File: src/hdl/mnt_pkg.sv
// ----------------------------------------------------------------------------
// mnt_pkg
// Shared types, constants and helpers for the MIDI note transposer.
// ----------------------------------------------------------------------------
package mnt_pkg;

  localparam int unsigned ByteW  = 8;
  localparam int unsigned DataW  = 7;
  localparam int unsigned CountW = 2;
  localparam int unsigned SumW   = 9;

  localparam logic [3:0] KindNoteOff = 4'h8;
  localparam logic [3:0] KindNoteOn  = 4'h9;
  localparam logic [3:0] KindPolyAt  = 4'hA;
  localparam logic [3:0] KindCtrl    = 4'hB;
  localparam logic [3:0] KindProg    = 4'hC;
  localparam logic [3:0] KindChanAt  = 4'hD;
  localparam logic [3:0] KindBend    = 4'hE;

  localparam logic signed [ByteW-1:0] TransposeReset = 8'sd6;

  typedef logic [CountW-1:0] count_t;

  typedef struct packed {
    logic             valid;
    logic [ByteW-1:0] status;
    logic [DataW-1:0] note;
    logic [DataW-1:0] velocity;
  } result_t;

  // number of data bytes a status byte calls for
  function automatic count_t expected_data(input logic [ByteW-1:0] status);
    count_t n;
    case (status[7:4]) inside
      KindNoteOff, KindNoteOn, KindPolyAt, KindCtrl, KindBend: n = count_t'(2);
      KindProg, KindChanAt: n = count_t'(1);
      default: n = count_t'(0);
    endcase
    return n;
  endfunction

endpackage

File: src/hdl/mnt_if.sv
// ----------------------------------------------------------------------------
// mnt interfaces
// Valid/ready channels for raw bytes, transposed notes and configuration.
// ----------------------------------------------------------------------------
interface mnt_byte_if;
  logic       valid;
  logic       ready;
  logic [7:0] midi_byte;
  modport source (output valid, output midi_byte, input ready);
  modport sink   (input valid, input midi_byte, output ready);
endinterface

interface mnt_note_if;
  logic       valid;
  logic       ready;
  logic [7:0] out_status;
  logic [6:0] out_note;
  logic [6:0] out_velocity;
  modport source (output valid, output out_status, output out_note,
                  output out_velocity, input ready);
  modport sink   (input valid, input out_status, input out_note,
                  input out_velocity, output ready);
endinterface

interface mnt_cfg_if;
  logic              valid;
  logic              ready;
  logic signed [7:0] transpose_amount;
  modport source (output valid, output transpose_amount, input ready);
  modport sink   (input valid, input transpose_amount, output ready);
endinterface

File: src/hdl/mnt_parser.sv
// ----------------------------------------------------------------------------
// mnt_parser
// Running-status parser state and note transpose for one registered byte.
// ----------------------------------------------------------------------------
module mnt_parser (
  input  logic                             clk_i,
  input  logic                             rst_ni,
  input  logic                             fire_i,
  input  logic [mnt_pkg::ByteW-1:0]        byte_i,
  input  logic signed [mnt_pkg::ByteW-1:0] transpose_i,
  output mnt_pkg::result_t                 result_o
);
  import mnt_pkg::*;

  logic [ByteW-1:0] status_q, status_d;
  count_t           remain_q, remain_d;
  logic [DataW-1:0] first_q, first_d;
  count_t           remain_eff;
  logic signed [SumW-1:0] sum;
  logic             is_note;

  always_ff @(posedge clk_i or negedge rst_ni) begin
    if (!rst_ni) begin
      status_q <= '0;
      remain_q <= '0;
      first_q  <= '0;
    end else if (fire_i) begin
      status_q <= status_d;
      remain_q <= remain_d;
      first_q  <= first_d;
    end
  end

  // running status reloads the count once a message is done
  assign remain_eff = (remain_q == count_t'(0)) ? expected_data(status_q) : remain_q;
  assign is_note    = (status_q[7:4] == KindNoteOff) || (status_q[7:4] == KindNoteOn);
  assign sum = $signed({2'b00, first_q}) + SumW'(transpose_i);

  always_comb begin
    status_d = status_q;
    remain_d = remain_q;
    first_d  = first_q;
    result_o = '0;
    result_o.status   = status_q;
    result_o.note     = sum[DataW-1:0];
    result_o.velocity = byte_i[DataW-1:0];
    if (byte_i[7]) begin
      status_d = byte_i;
      remain_d = expected_data(byte_i);
    end else if (remain_eff == count_t'(2)) begin
      first_d  = byte_i[DataW-1:0];
      remain_d = count_t'(1);
    end else begin
      remain_d = count_t'(0);
      // note from 1 through 127
      result_o.valid = (remain_eff == count_t'(1)) && is_note &&
                       (sum[SumW-1:DataW] == '0) && (sum[DataW-1:0] != '0);
    end
  end

endmodule

File: src/hdl/mnt_out_reg.sv
// ----------------------------------------------------------------------------
// mnt_out_reg
// Result register driving the note channel.
// ----------------------------------------------------------------------------
module mnt_out_reg (
  input  logic             clk_i,
  input  logic             rst_ni,
  input  logic             load_i,
  input  mnt_pkg::result_t result_i,
  output logic             free_o,
  mnt_note_if.source       note_o
);
  import mnt_pkg::*;

  logic             valid_q;
  logic [ByteW-1:0] status_q;
  logic [DataW-1:0] note_q, vel_q;

  assign free_o = !valid_q || note_o.ready;

  always_ff @(posedge clk_i or negedge rst_ni) begin
    if (!rst_ni) begin
      valid_q <= 1'b0;
    end else if (load_i) begin
      valid_q <= 1'b1;
    end else if (note_o.ready) begin
      valid_q <= 1'b0;
    end
  end

  always_ff @(posedge clk_i) begin
    if (load_i) begin
      status_q <= result_i.status;
      note_q   <= result_i.note;
      vel_q    <= result_i.velocity;
    end
  end

  assign note_o.valid        = valid_q;
  assign note_o.out_status   = status_q;
  assign note_o.out_note     = note_q;
  assign note_o.out_velocity = vel_q;

endmodule

File: src/hdl/midi_note_transposer_top.sv
// ----------------------------------------------------------------------------
// midi_note_transposer_top
// A byte that completes a note message passes through the input register, then
// the combinational parser, then the result register.
// Throughput: one byte per cycle while the note channel keeps up.
// Reset: parser state cleared, both registers empty, transpose set to +6.
// ----------------------------------------------------------------------------
module midi_note_transposer_top (
  input  logic       clk_i,
  input  logic       rst_ni,
  mnt_byte_if.sink   byte_i,
  mnt_cfg_if.sink    cfg_i,
  mnt_note_if.source note_o
);
  import mnt_pkg::*;

  logic             in_valid_q;
  logic [ByteW-1:0] in_byte_q;
  logic signed [ByteW-1:0] transpose_q;
  logic             fire;
  logic             out_free;
  result_t          result;

  assign cfg_i.ready = 1'b1;

  always_ff @(posedge clk_i or negedge rst_ni) begin
    if (!rst_ni) begin
      transpose_q <= TransposeReset;
    end else if (cfg_i.valid) begin
      transpose_q <= cfg_i.transpose_amount;
    end
  end

  // a byte leaves the input register unless its result finds the output full
  assign fire         = in_valid_q && (!result.valid || out_free);
  assign byte_i.ready = !in_valid_q || fire;

  always_ff @(posedge clk_i or negedge rst_ni) begin
    if (!rst_ni) begin
      in_valid_q <= 1'b0;
    end else if (byte_i.ready) begin
      in_valid_q <= byte_i.valid;
    end
  end

  always_ff @(posedge clk_i) begin
    if (byte_i.valid && byte_i.ready) begin
      in_byte_q <= byte_i.midi_byte;
    end
  end

  mnt_parser u_parser (
    .clk_i       (clk_i),
    .rst_ni      (rst_ni),
    .fire_i      (fire),
    .byte_i      (in_byte_q),
    .transpose_i (transpose_q),
    .result_o    (result)
  );

  mnt_out_reg u_out (
    .clk_i    (clk_i),
    .rst_ni   (rst_ni),
    .load_i   (fire && result.valid),
    .result_i (result),
    .free_o   (out_free),
    .note_o   (note_o)
  );

`ifndef ASSERT_OFF
  a_note_range: assert property (@(posedge clk_i) disable iff (!rst_ni)
    note_o.valid |-> (note_o.out_note != 7'd0))
    else $error("transposed note out of range");

  a_note_kind: assert property (@(posedge clk_i) disable iff (!rst_ni)
    note_o.valid |-> (note_o.out_status[7:5] == 3'b100))
    else $error("result status is not a note message");

  a_hold_byte: assert property (@(posedge clk_i) disable iff (!rst_ni)
    (in_valid_q && !fire) |=> (in_valid_q && $stable(in_byte_q)))
    else $error("stalled byte lost from input register");

  a_no_overwrite: assert property (@(posedge clk_i) disable iff (!rst_ni)
    (fire && result.valid) |-> out_free)
    else $error("result register overwritten");
`endif

endmodule

File: src/flat_wrapper.sv
// flat-port wrapper written by rule: the top's interface ports become plain ports
module midi_note_transposer_top_flat import mnt_pkg::*;
  (clk_i, rst_ni, byte_i_valid, byte_i_midi_byte, byte_i_ready, cfg_i_valid, cfg_i_transpose_amount, cfg_i_ready, note_o_valid, note_o_out_status, note_o_out_note, note_o_out_velocity, note_o_ready);
  mnt_byte_if byte_i_i ();
  mnt_cfg_if cfg_i_i ();
  mnt_note_if note_o_i ();
  input  logic clk_i;
  input  logic rst_ni;
  input wire logic [$bits(byte_i_i.valid)-1:0] byte_i_valid;
  input wire logic [$bits(byte_i_i.midi_byte)-1:0] byte_i_midi_byte;
  output wire logic [$bits(byte_i_i.ready)-1:0] byte_i_ready;
  input wire logic [$bits(cfg_i_i.valid)-1:0] cfg_i_valid;
  input wire logic [$bits(cfg_i_i.transpose_amount)-1:0] cfg_i_transpose_amount;
  output wire logic [$bits(cfg_i_i.ready)-1:0] cfg_i_ready;
  output wire logic [$bits(note_o_i.valid)-1:0] note_o_valid;
  output wire logic [$bits(note_o_i.out_status)-1:0] note_o_out_status;
  output wire logic [$bits(note_o_i.out_note)-1:0] note_o_out_note;
  output wire logic [$bits(note_o_i.out_velocity)-1:0] note_o_out_velocity;
  input wire logic [$bits(note_o_i.ready)-1:0] note_o_ready;
  assign byte_i_i.valid = byte_i_valid;
  assign byte_i_i.midi_byte = byte_i_midi_byte;
  assign byte_i_ready = byte_i_i.ready;
  assign cfg_i_i.valid = cfg_i_valid;
  assign cfg_i_i.transpose_amount = cfg_i_transpose_amount;
  assign cfg_i_ready = cfg_i_i.ready;
  assign note_o_valid = note_o_i.valid;
  assign note_o_out_status = note_o_i.out_status;
  assign note_o_out_note = note_o_i.out_note;
  assign note_o_out_velocity = note_o_i.out_velocity;
  assign note_o_i.ready = note_o_ready;
  midi_note_transposer_top u_core (.clk_i(clk_i), .rst_ni(rst_ni), .byte_i(byte_i_i), .cfg_i(cfg_i_i), .note_o(note_o_i));
endmodule
File: config.mk
export PLATFORM = sky130hd
export DESIGN_NAME = midi_note_transposer_top_flat
export DESIGN_NICKNAME = d
export VERILOG_FILES = /design/src/hdl/mnt_pkg.sv /design/src/hdl/mnt_if.sv /design/src/hdl/mnt_parser.sv /design/src/hdl/mnt_out_reg.sv /design/src/hdl/midi_note_transposer_top.sv /design/src/flat_wrapper.sv
export SDC_FILE = /design/constraint.sdc
export NUM_CORES = 1
export LEC_CHECK = 0
export BUFFER_PORTS_ARGS = -buffer_cell sky130_fd_sc_hd__buf_4
export CAP_MARGIN = 0
export CORE_ASPECT_RATIO = 1.2
export CORE_UTILIZATION = 30
export CTS_BUF_LIST = sky130_fd_sc_hd__clkbuf_16
export CTS_CLUSTER_DIAMETER = 200
export DETAILED_ROUTE_END_ITERATION = 16
export PLACE_DENSITY_LB_ADDON = 0.15
export SETUP_SLACK_MARGIN = 0.4
export SLEW_MARGIN = 20
export SYNTH_ARGS = -nofsm -noshare
export SYNTH_HDL_FRONTEND = slang
export SYNTH_SLANG_ARGS = --single-unit
File: constraint.sdc
create_clock -name clk_i -period 3.8 [get_ports clk_i]
set_input_delay 0.76 -clock clk_i [delete_from_list [all_inputs] [get_ports clk_i]]
set_output_delay 0.76 -clock clk_i [all_outputs]
set_load 0.1 [all_outputs]
After elaboration in Yosys (flattened, before gate mapping)
Index checks and enable logic that the tools add are counted.
Storage, ports and cells
  register bits: 57
  input port bits: 21
  output and inout port bits: 25
  word-level logic and storage cells: 62
Operators by class
  $add $sub $neg: 1
  reductions and logical operators: 23
  multiplexer cells: 11
  equal/unequal tests: 16
  bitwise logic cells: 1
Operators with widths (number)
  $eq 4x4->1 const B: 14
  $reduce_or 5->1: 2
  $add 8x8->9: 1
  $mux 2: 4
  $mux 1: 7
  $reduce_bool 7->1: 1
  $logic_and 1x1->1: 6
  $logic_not 2->1: 2
  $logic_or 1x1->1: 4
  $reduce_or 2->1: 2
  $logic_not 1->1: 3
  $reduce_and 3->1: 1
  $eq 2x1->1 const B: 1
  $eq 2x2->1 const B: 1
  $reduce_and 2->1: 1
  $reduce_bool 2->1: 1
  $not 1->1: 1

Depth between registers and ports, before layout
Gate-level depths: netlist of run 1.
  depth after elaboration: 16
  gate-level depth with buffers: 8
  depth with buffers taken out: 8

Modules after synthesis
Synthesis of run 1 repeated with hierarchy kept, for this count alone.
Unflattened totals
  cell total of the unflattened synthesis: 156
  area total of the unflattened synthesis: 2458.6 um^2
By module, submodules not included
  mnt_parser: times used 1, cells an instance 97, area each 1102.3 um^2
  mnt_out_reg: times used 1, cells an instance 25, area each 708.2 um^2
  midi_note_transposer_top: times used 1, cells an instance 34, area each 648.1 um^2

Worst setup path after synthesis of run 1
No wires, ideal clock.
  path type: register to output
  from: register u_core.u_parser.first_q[0]
  to: output byte_i_ready
  buffers on the path: 0
  slack: 301 ps
  arrival time: 2739 ps
  cell stages (with the launch flop): 8
  data required time: 3040 ps
  cells stage by stage: dfrtp_1 -> ha_1 -> fa_1 -> a211oi_2 -> o21bai_1 -> a2111oi_2 -> or4b_4 -> nand4_2
Between the ends
  word-level cells in the longest chain between the ends: 10
  elaborated cells on any way between the ends: 11
  those cells by class: 1 x add/sub; 2 x mux; 8 x reduce/logical
RTL lines
  from (decl): RTL line mnt_parser.sv:17  | logic [DataW-1:0] first_q, first_d;
  from (signal assigned): RTL line mnt_parser.sv:30  | first_q <= first_d;
  $add 8x8->9 (*): RTL line mnt_parser.sv:37  | assign sum = $signed({2'b00, first_q}) + SumW'(transpose_i);
  $logic_not 2->1: RTL line mnt_parser.sv:57  | (sum[SumW-1:DataW] == '0) && (sum[DataW-1:0] != '0);
  $logic_and 1x1->1: RTL line mnt_parser.sv:56  | result_o.valid = (remain_eff == count_t'(1)) && is_note &&
  $logic_and 1x1->1 (*): RTL line mnt_parser.sv:57
  $mux 1 (*): RTL line mnt_parser.sv:50  | end else if (remain_eff == count_t'(2)) begin
  $mux 1 (*): RTL line mnt_parser.sv:47  | if (byte_i[7]) begin
  $logic_not 1->1 (*): RTL line midi_note_transposer_top.sv:35  | assign fire = in_valid_q && (!result.valid || out_free);
  $logic_or 1x1->1 (*): RTL line midi_note_transposer_top.sv:35
  $logic_and 1x1->1 (*): RTL line midi_note_transposer_top.sv:35
  $logic_or 1x1->1 (*): RTL line midi_note_transposer_top.sv:36  | assign byte_i.ready = !in_valid_q || fire;
  to (decl): RTL line flat_wrapper.sv:11  | output wire logic [$bits(byte_i_i.ready)-1:0] byte_i_ready;
Mark *: on every way between the ends. The rest lies on a longest branch, timed or not.

Worst setup path in the final report of run 1
  from: register u_core.transpose_q[1]
  to: output byte_i_ready
Between the ends
  word-level cells in the longest chain between the ends: 10
  elaborated cells on any way between the ends: 11
  those cells by class: 1 x add/sub; 2 x mux; 8 x reduce/logical
RTL lines
  from (decl): RTL line midi_note_transposer_top.sv:19  | logic signed [ByteW-1:0] transpose_q;
  from (signal assigned): RTL line midi_note_transposer_top.sv:28  | transpose_q <= TransposeReset;
  from (signal assigned): RTL line midi_note_transposer_top.sv:30  | transpose_q <= cfg_i.transpose_amount;
  $add 8x8->9 (*): RTL line mnt_parser.sv:37
  $logic_not 2->1: RTL line mnt_parser.sv:57
  $logic_and 1x1->1: RTL line mnt_parser.sv:56
  $logic_and 1x1->1 (*): RTL line mnt_parser.sv:57
  $mux 1 (*): RTL line mnt_parser.sv:50
  $mux 1 (*): RTL line mnt_parser.sv:47
  $logic_not 1->1 (*): RTL line midi_note_transposer_top.sv:35
  $logic_or 1x1->1 (*): RTL line midi_note_transposer_top.sv:35
  $logic_and 1x1->1 (*): RTL line midi_note_transposer_top.sv:35
  $logic_or 1x1->1 (*): RTL line midi_note_transposer_top.sv:36
Marked as above.

==> impl_metrics.env, run 1 <==
export IMPL_status="completed"
export IMPL_vias_per_cell=4.75
export IMPL_synth_simple_gate_area_frac=0.0863
export IMPL_yosysMostFrequentCell="edfxtp_1"
export IMPL_final_cell_area_um2=3170
export IMPL_htree_num_levels=3
export IMPL_yosys_area_top_type="edfxtp_1"
export IMPL_hold_viol=0
export IMPL_netlist_top_cells_count="edfxtp_1 (30), dfrtp_1 (25), mux2_2 (21)"
export IMPL_total_power_w=0.00201
export IMPL_grt_pass1_vias=1471
export IMPL_finalWirelength_um=4600
export IMPL_synth_compound_area_frac=0.0752
export IMPL_synth_top_area_frac=0.381
export IMPL_wl_per_cell_um=14.8
export IMPL_worst_pin_slew_ns=0.657
export IMPL_path_clk_slew_ns=0.05
export IMPL_numPortBuffers=44
export IMPL_nFillCells=703
export IMPL_multi_input_area_um2=788
export IMPL_async_flop_share=0.474
export IMPL_fin_crit_ns=3.52
export IMPL_antenna_cells=0
export IMPL_p_clk_frac=0.376
export IMPL_slew_limit_headroom=0.561
export IMPL_drv_cap=0
export IMPL_rsz0062_at_grt="yes"
export IMPL_cts_buffers=9
export IMPL_dpl_cell_count=291
export IMPL_routabilityCongestion=0.753
export IMPL_cts_buffer_depth=2
export IMPL_switching_share=0.280
export IMPL_yosysWarnings=0
export IMPL_post_route_drc_count=0
export IMPL_fin_crit_sh=0.926
export IMPL_synth_area_um2=2360
export IMPL_setup_violations=0
export IMPL_cts_sinks=57
export IMPL_fmax_mhz=284
export IMPL_peakVddDrop_mv=0.317
export IMPL_antenna_found_initial=0
export IMPL_grt_use_total=0.125
export IMPL_area_sequential_um2=1580
export IMPL_synth_cell_types=43
export IMPL_slew_violations=0
export IMPL_hpwl_um=3290
export IMPL_synth_seq_cells=57
export IMPL_avgSynthCellArea_um2=15.0
export IMPL_crit_fanout=3
export IMPL_final_nets=244
export IMPL_rows=35
export IMPL_grt_start_max_net_pins=28
export IMPL_synthMuxAreaShare=0.100
export IMPL_yosysSeqAreaShare=0.668
export IMPL_start_kind="flip-flop"
export IMPL_drtIter0Drc=81
export IMPL_grt_overflow_total=0
export IMPL_yosys_top_cells_area="edfxtp_1 (38%), dfrtp_1 (26%), mux2_2 (10%)"
export IMPL_cp_end_kind="primary output"
export IMPL_leakagePower_nw=1.27
export IMPL_synthXorXnorAreaFrac=0.00741
export IMPL_insertion_delay_ns=0.32
export IMPL_die_x_um=83.0
export IMPL_vias=1482
export IMPL_placed_cell_area_um2=2810
export IMPL_critPathRequiredTime_ns=3.04
export IMPL_grt_pass1_wl_um=7620
export IMPL_start_util=0.308
export IMPL_skew_ns=0.00623
export IMPL_power_internal_w=0.00145
export IMPL_yosys_area_share_adder=0.0455
export IMPL_io_pins=46
export IMPL_die_h_um=99.2
export IMPL_area_delta_synth_final_pct=34.3
export IMPL_layout_drive_gt1_share=0.445
export IMPL_syn_inst=158
export IMPL_crit_type="flip-flop to primary output"
export IMPL_hold_class="primary input to asynchronous set/reset pin"
export IMPL_synth_edff_count=30
export IMPL_cts_tree="done"
export IMPL_drtAntennaViolNets=0
export IMPL_synth_ff_type="edfxtp_1"
export IMPL_fin_cells=312
export IMPL_core_region_area_um2=7660
export IMPL_critical_path_arrival_ns=2.76
export IMPL_die_area_um2=8240
export IMPL_powerDensity_nw_per_um2=634
export IMPL_p_sw_w=0.000563
export IMPL_power_frac_comb=0.232
export IMPL_synth_top_family_by_area="multiplexers"
export IMPL_p_seq_frac=0.392
export IMPL_root_buffer="clkbuf_16"
export IMPL_drt_pass1_iter_count=4
export IMPL_finalSetupTns_ns=0
export IMPL_syn_nets=187
export IMPL_hold_ws_ns=0.358
cell usage in the layout, fill, tap and decap left out, types with 2 or more instances in the layout:
cell type	synthesis	layout
nor3b_1	2	2
dfstp_2	2	2
ha_1	7	5
buf_4	1	48
a211oi_2	1	2
nand2b_1	2	2
dfrtp_1	25	25
nor3_1	2	2
inv_1	6	7
edfxtp_1	30	30
clkinvlp_4	0	2
a21oi_1	4	4
mux2_2	21	21
nand3_1	3	3
clkbuf_16	0	9
a31oi_1	2	2
nand2_1	5	5
nor2_1	7	6
o21ai_0	8	8
nand4_1	2	2
nor2b_1	2	2
clkinv_2	0	2
xor2_1	2	2
through the flow:
step | setup slack, ns | utilization
3_5_place_dp | 0.239 | 0.366
3_3_place_gp | 0.278 | 0.366
2_1_floorplan | 0.454 | -
5_1_grt | 0.142 | 0.414
4_1_cts | 0.269 | 0.413
6_report | 0.281 | 0.414
area by class of cell:
type,count,share of cell area
clock buffer,9,0.0710
clock inverter,7,0.0197
inverter,6,0.00710
multi-input combinational,92,0.248
sequential,57,0.498
tap,92,0.0363
timing repair buffer,49,0.120
sequential cells by signal, summed over array words and instances, names as in the netlist:
name	flops
u_core.in_byte_q	8
u_core.in_valid_q	1
u_core.transpose_q	8
u_core.u_out.note_o.out_note	7
u_core.u_out.note_o.out_status	8
u_core.u_out.note_o.out_velocity	7
u_core.u_out.note_o.valid	1
u_core.u_parser.first_q	7
u_core.u_parser.remain_q	2
u_core.u_parser.status_q	8
path summary, 6_finish.rpt:
| path | startpoint | end | slack (ns) | cells after the start |
|---|---|---|---|---|
| worst max-delay path | u_core.transpose_q[1]$_DFFE_PN1P_ | byte_i_ready | 0.28 | 8 |
| worst max register to register | u_core.transpose_q[1]$_DFFE_PN1P_ | u_core.in_byte_q[3]$_DFFE_PP_ | 0.77 | 8 |
| worst min-delay path | rst_ni | u_core.transpose_q[6]$_DFFE_PN0P_ | 0.36 | 1 |
| max in group asynchronous | rst_ni | u_core.transpose_q[1]$_DFFE_PN1P_ | 3.12 | 1 |
| worst min register to register | u_core.u_parser.status_q[1]$_DFFE_PN0P_ | u_core.u_out.note_o.out_status[1]$_DFFE_PP_ | 0.44 | 0 |
| min in group clk_i | u_core.u_parser.status_q[1]$_DFFE_PN0P_ | u_core.u_out.note_o.out_status[1]$_DFFE_PP_ | 0.44 | 0 |
power by group through the flow:
stage	Clock (W)	Combinational (W)	Sequential, W
after CTS	0.000778	0.000467	0.000789
after floorplan	0	0.000292	0.000808
after global routing	0.000806	0.000512	0.000795
final	0.000758	0.000467	0.000788
after detailed placement	0	0.000421	0.000797
after global placement	0	0.000423	0.000795
worst max-delay path, cell delays in order (launching register included):
cell and delay, ns:
dfstp_2 0.56, fa_2 0.23, a211oi_2 0.08, buf_4 0.15, or2_4 0.25, a2111oi_2 0.33, or4b_4 0.52, nand4_4 0.13
buf_12 0.18
routing by layer:
metal | vias up | global-route usage | routed length [µm] | share of wire
li1 | 712 | - | - | -
met1 | 721 | 0.143 | 2000 | 0.43
met2 | 40 | 0.201 | 2260 | 0.49
met3 | 9 | 0.0423 | 239 | 0.052
met4 | 0 | 0.0756 | 106 | 0.023
met5 | - | 0 | 0 | 0
cells by family after synthesis:
| family | Yosys count |
|---|---|
| flops | 57 |
| mux | 21 |
| fa+ha+maj | 8 |
| xor+xnor | 2 |
| compound gates | 26 |
| simple gates | 34 |
| other cells | 1 |
| buf+inv | 9 |
repair_timing:
item	in CTS	in global routing
setup buffers	5	0
pin swaps	5	1
endpoints found under the setup margin	23	1
hold buffers	0	0
hold endpoints to repair	0	0
gates resized for setup	9	0
Note: power is estimated with default switching activity, not from simulation.
==> run 2, diff against run 1 <==
- PLACE_DENSITY: unset -> 0.48
- PLACE_DENSITY_LB_ADDON: 0.15 -> unset
==> impl_metrics.env, run 2 (same netlist as run 1, synthesis figures left out) <==
export IMPL_finalWirelength_um=4540
export IMPL_worst_pin_slew_ns=0.498
export IMPL_start_util=0.308
export IMPL_post_route_drc_count=0
export IMPL_worstPathCellList="ha_2, fa_2, a211oi_4, o21bai_2, a2111oi_2, or4b_4, nand4_4, buf_12"
export IMPL_rsz0062_at_grt="yes"
export IMPL_final_cell_area_um2=3210
export IMPL_cts_buffer_depth=2
export IMPL_placed_cell_area_um2=2810
export IMPL_numPortBuffers=44
export IMPL_cts_tree="done"
export IMPL_setup_violations=0
export IMPL_htree_num_levels=3
export IMPL_cts_sinks=57
export IMPL_finalSetupTns_ns=0
export IMPL_r2r_start="u_core.u_parser.first_q[2]$_DFFE_PN0P_"
export IMPL_status="completed"
export IMPL_area_delta_synth_final_pct=36.0
export IMPL_vias_per_cell=4.66
export IMPL_grt_pass1_wl_um=7470
export IMPL_hpwl_um=3260
export IMPL_crit_start="u_core.u_parser.first_q[0]$_DFFE_PN0P_"
export IMPL_drtIter0Drc=136
export IMPL_cts_buffers=9
export IMPL_start_kind="flip-flop"
export IMPL_leakagePower_nw=1.29
export IMPL_grt_pass1_vias=1426
export IMPL_mostFrequentLayoutCell="buf_4"
export IMPL_root_buffer="clkbuf_16"
export IMPL_antenna_cells=0
export IMPL_hold_viol=0
export IMPL_grt_overflow_total=0
export IMPL_die_x_um=83.0
export IMPL_hold_class="primary input to asynchronous set/reset pin"
export IMPL_final_nets=244
export IMPL_fin_crit_sh=0.920
export IMPL_die_area_um2=8240
export IMPL_path_clk_slew_ns=0.05
export IMPL_rows=35
export IMPL_cpMaxStageDelayCell="or4b_4"
export IMPL_crit_fanout=3
export IMPL_wl_per_cell_um=14.6
export IMPL_grt_use_total=0.124
export IMPL_critPathRequiredTime_ns=3.04
export IMPL_cts_hold_buf=0
export IMPL_crit_type="flip-flop to primary output"
export IMPL_grt_start_max_net_pins=28
export IMPL_slowest_delay_ns=0.52
export IMPL_critical_path_arrival_ns=2.74
export IMPL_drv_cap=0
export IMPL_vias=1450
export IMPL_antenna_found_initial=0
export IMPL_peakVddDrop_mv=0.297
export IMPL_most_common_layout_cells="buf_4 (48), edfxtp_1 (30), dfrtp_1 (25)"
export IMPL_slew_limit_headroom=0.667
export IMPL_powerDensity_nw_per_um2=667
export IMPL_insertion_delay_ns=0.32
export IMPL_fin_crit_ns=3.50
export IMPL_routabilityCongestion=0.794
export IMPL_drtAntennaViolNets=0
export IMPL_fmax_mhz=286
export IMPL_drt_pass1_iter_count=4
export IMPL_slew_violations=0
export IMPL_cp_end_kind="primary output"
export IMPL_skew_ns=0.00507
export IMPL_core_region_area_um2=7660
export IMPL_die_h_um=99.2
export IMPL_io_pins=46
export IMPL_layout_drive_gt1_share=0.447
==> run 2: path summary, 6_finish.rpt <==
| kind | to | slack (ns) | cells after the start |
|---|---|---|---|
| worst max-delay path | byte_i_ready | 0.30 | 8 |
| worst min-delay path | u_core.u_parser.status_q[6]$_DFFE_PN0P_ | 0.35 | 1 |
| worst max register to register | u_core.u_out.note_o.out_status[2]$_DFFE_PP_ | 0.74 | 9 |
| worst min register to register | u_core.u_out.note_o.out_status[3]$_DFFE_PP_ | 0.44 | 0 |
| max in group asynchronous | u_core.transpose_q[2]$_DFFE_PN1P_ | 3.14 | 1 |
| min in group clk_i | u_core.u_out.note_o.out_status[3]$_DFFE_PP_ | 0.44 | 0 |
==> run 2: cell type report <==
| type | instances | area, µm² |
|---|---|---|
| clock inverters | 6 | 108 |
| clock buffers | 9 | 225 |
| flip-flops and latches | 57 | 1580 |
| well taps | 92 | 115 |
| repair buffers | 49 | 380 |
| inverters | 6 | 22.5 |
| fillers | 699 | 4450 |
| multi-input cells | 92 | 785 |
==> run 2: metrics by stage <==
stage          utilization  power [W]  hold slack [ns]  setup slack (ns)  cells
6_report             0.419    0.00214            0.346             0.305    311
4_1_cts              0.417    0.00214            0.356             0.230    311
3_5_place_dp         0.367    0.00122            0.430             0.228    292
3_3_place_gp         0.367    0.00122            0.427             0.276    292
2_1_floorplan            -    0.00110            0.419             0.454    158
5_1_grt              0.419    0.00225            0.362             0.172    311
==> run 2: where the power goes <==
part / internal [W] / switching [W]
Combinational: 0.000204 / 0.000256
Clock: 0.000633 / 0.000267
Sequential: 0.000737 / 0.0000454
==> run 2: routing by layer <==
layer / wire [µm] / part of all wire / GRT usage
met4: 122 / 0.027 / 0.0915
met5: 0 / 0 / 0
met3: 179 / 0.039 / 0.0340
met1: 2040 / 0.45 / 0.157
met2: 2190 / 0.48 / 0.183
==> run 2: repair_timing <==
item,CTS,global route
setup endpoints to repair,1,15
resized for setup,5,5
pin swaps,4,1
setup buffers,4,0
cloned,0,0
==> run 2: critical path: cells and delay by family (launching register included) <==
| family | cells | cell delay (ns) |
|---|---|---|
| simple gates | 2 | 0.66 |
| flops | 1 | 0.37 |
| compound gates | 3 | 0.64 |
| fa+ha+maj | 2 | 0.57 |
| buf+inv | 1 | 0.18 |
==> run 3, diff against run 2 <==
- REMOVE_ABC_BUFFERS: unset -> 1
==> impl_metrics.env, run 3 (same netlist as run 1, synthesis figures left out) <==
export IMPL_drtAntennaViolNets=0
export IMPL_die_area_um2=8240
export IMPL_start_util=0.308
export IMPL_finalSetupTns_ns=0
export IMPL_insertion_delay_ns=0.33
export IMPL_rsz0062_at_grt="yes"
export IMPL_antenna_cells=0
export IMPL_grt_overflow_total=0
export IMPL_hold_viol=0
export IMPL_layout_drive_gt1_share=0.441
export IMPL_mostFrequentLayoutCell="buf_4"
export IMPL_crit_type="flip-flop to primary output"
export IMPL_cts_tree="done"
export IMPL_r2r_slack_ns=0.70
export IMPL_r2r_start="u_core.transpose_q[0]$_DFFE_PN0P_"
export IMPL_critical_path_arrival_ns=2.75
export IMPL_hpwl_um=3310
export IMPL_total_power_w=0.00201
export IMPL_cts_buffers=9
export IMPL_die_h_um=99.2
export IMPL_critPathRequiredTime_ns=3.04
export IMPL_cts_sinks=57
export IMPL_skew_ns=0.00604
export IMPL_cts_buffer_depth=2
export IMPL_post_route_drc_count=0
export IMPL_finalWirelength_um=4640
export IMPL_status="completed"
export IMPL_antenna_found_initial=0
export IMPL_area_delta_synth_final_pct=33.5
export IMPL_crit_start="u_core.transpose_q[0]$_DFFE_PN0P_"
export IMPL_powerDensity_nw_per_um2=636
export IMPL_path_clk_slew_ns=0.05
export IMPL_fin_crit_sh=0.925
export IMPL_hold_class="primary input to asynchronous set/reset pin"
export IMPL_drtIter0Drc=61
export IMPL_io_pins=46
export IMPL_nFillCells=724
export IMPL_peakVddDrop_mv=0.291
export IMPL_leakagePower_nw=1.27
export IMPL_fmax_mhz=285
export IMPL_drv_cap=0
export IMPL_start_kind="flip-flop"
export IMPL_final_nets=244
export IMPL_most_common_layout_cells="buf_4 (48), edfxtp_1 (30), dfrtp_1 (25)"
export IMPL_wl_per_cell_um=14.9
export IMPL_vias=1485
export IMPL_fin_crit_ns=3.51
export IMPL_drt_pass1_iter_count=4
export IMPL_area_sequential_um2=1580
export IMPL_numPortBuffers=44
export IMPL_routabilityCongestion=0.784
export IMPL_root_buffer="clkbuf_16"
export IMPL_crit_fanout=2
export IMPL_grt_pass1_wl_um=7800
export IMPL_htree_num_levels=3
export IMPL_grt_use_total=0.129
export IMPL_cp_end_kind="primary output"
export IMPL_vias_per_cell=4.76
export IMPL_slew_violations=0
export IMPL_core_region_area_um2=7660
export IMPL_die_x_um=83.0
export IMPL_rows=35
export IMPL_grt_pass1_vias=1522
export IMPL_grt_start_max_net_pins=28
export IMPL_multi_input_area_um2=771
export IMPL_setup_violations=0
-- run 3: layer usage --
| metal | wire [µm] | global-route usage |
|---|---|---|
| met1 | 2020 | 0.154 |
| met2 | 2340 | 0.199 |
| met3 | 155 | 0.0390 |
| met4 | 121 | 0.0955 |
| met5 | 0 | 0 |
-- run 3: layout make-up --
| cell class | count | share of cell area |
|---|---|---|
| Clock buffer | 9 | 0.0714 |
| Clock inverter | 7 | 0.0198 |
| Inverter | 6 | 0.00714 |
| Multi-Input combinational cell | 92 | 0.244 |
| Sequential cell | 57 | 0.500 |
| Tap cell | 92 | 0.0365 |
| Timing Repair Buffer | 49 | 0.121 |
-- run 3: worst paths after layout --
kind / endpoint / cells after the start
setup / recovery: byte_i_ready / 8
hold / removal: u_core.u_parser.status_q[6]$_DFFE_PN0P_ / 1
setup reg to reg: u_core.in_byte_q[0]$_DFFE_PP_ / 9
hold reg to reg: u_core.u_out.note_o.out_status[2]$_DFFE_PP_ / 0
max in group asynchronous: u_core.transpose_q[1]$_DFFE_PN1P_ / 1
min in group clk_i: u_core.u_out.note_o.out_status[2]$_DFFE_PP_ / 0
-- run 3: critical path: stages, from the launching register on --
cell and delay, ns:
dfrtp_1 0.38, ha_2 0.21, fa_2 0.36, a211oi_2 0.25, o21bai_1 0.12, a2111oi_2 0.28
or4b_4 0.52, nand4_4 0.13, buf_12 0.18
-- run 3: where the power goes --
group / switching [W] / internal, W
logic: 0.000253 / 0.000203
registers: 0.0000447 / 0.000737
clock network: 0.000270 / 0.000499
total: 0.000568 / 0.00144
-- run 3: repair_timing --
item | CTS | global route
resized for setup | 8 | 1
hold endpoints to repair | 0 | 0
pin swaps | 6 | 2
hold buffers | 0 | 0
setup endpoints to repair | 1 | 1
setup buffers | 3 | 1
-- run 3: metrics by stage --
step	worst slack (ns)	util	instance area [µm²]	cells	hold WS, ns
after CTS	0.223	0.410	3140	311	0.353
final	0.287	0.412	3160	312	0.343
after floorplan	0.301	-	2350	155	0.419
after global placement	0.273	0.366	2800	292	0.427
after detailed placement	0.219	0.366	2800	292	0.432
after global routing	0.193	0.412	3160	312	0.368
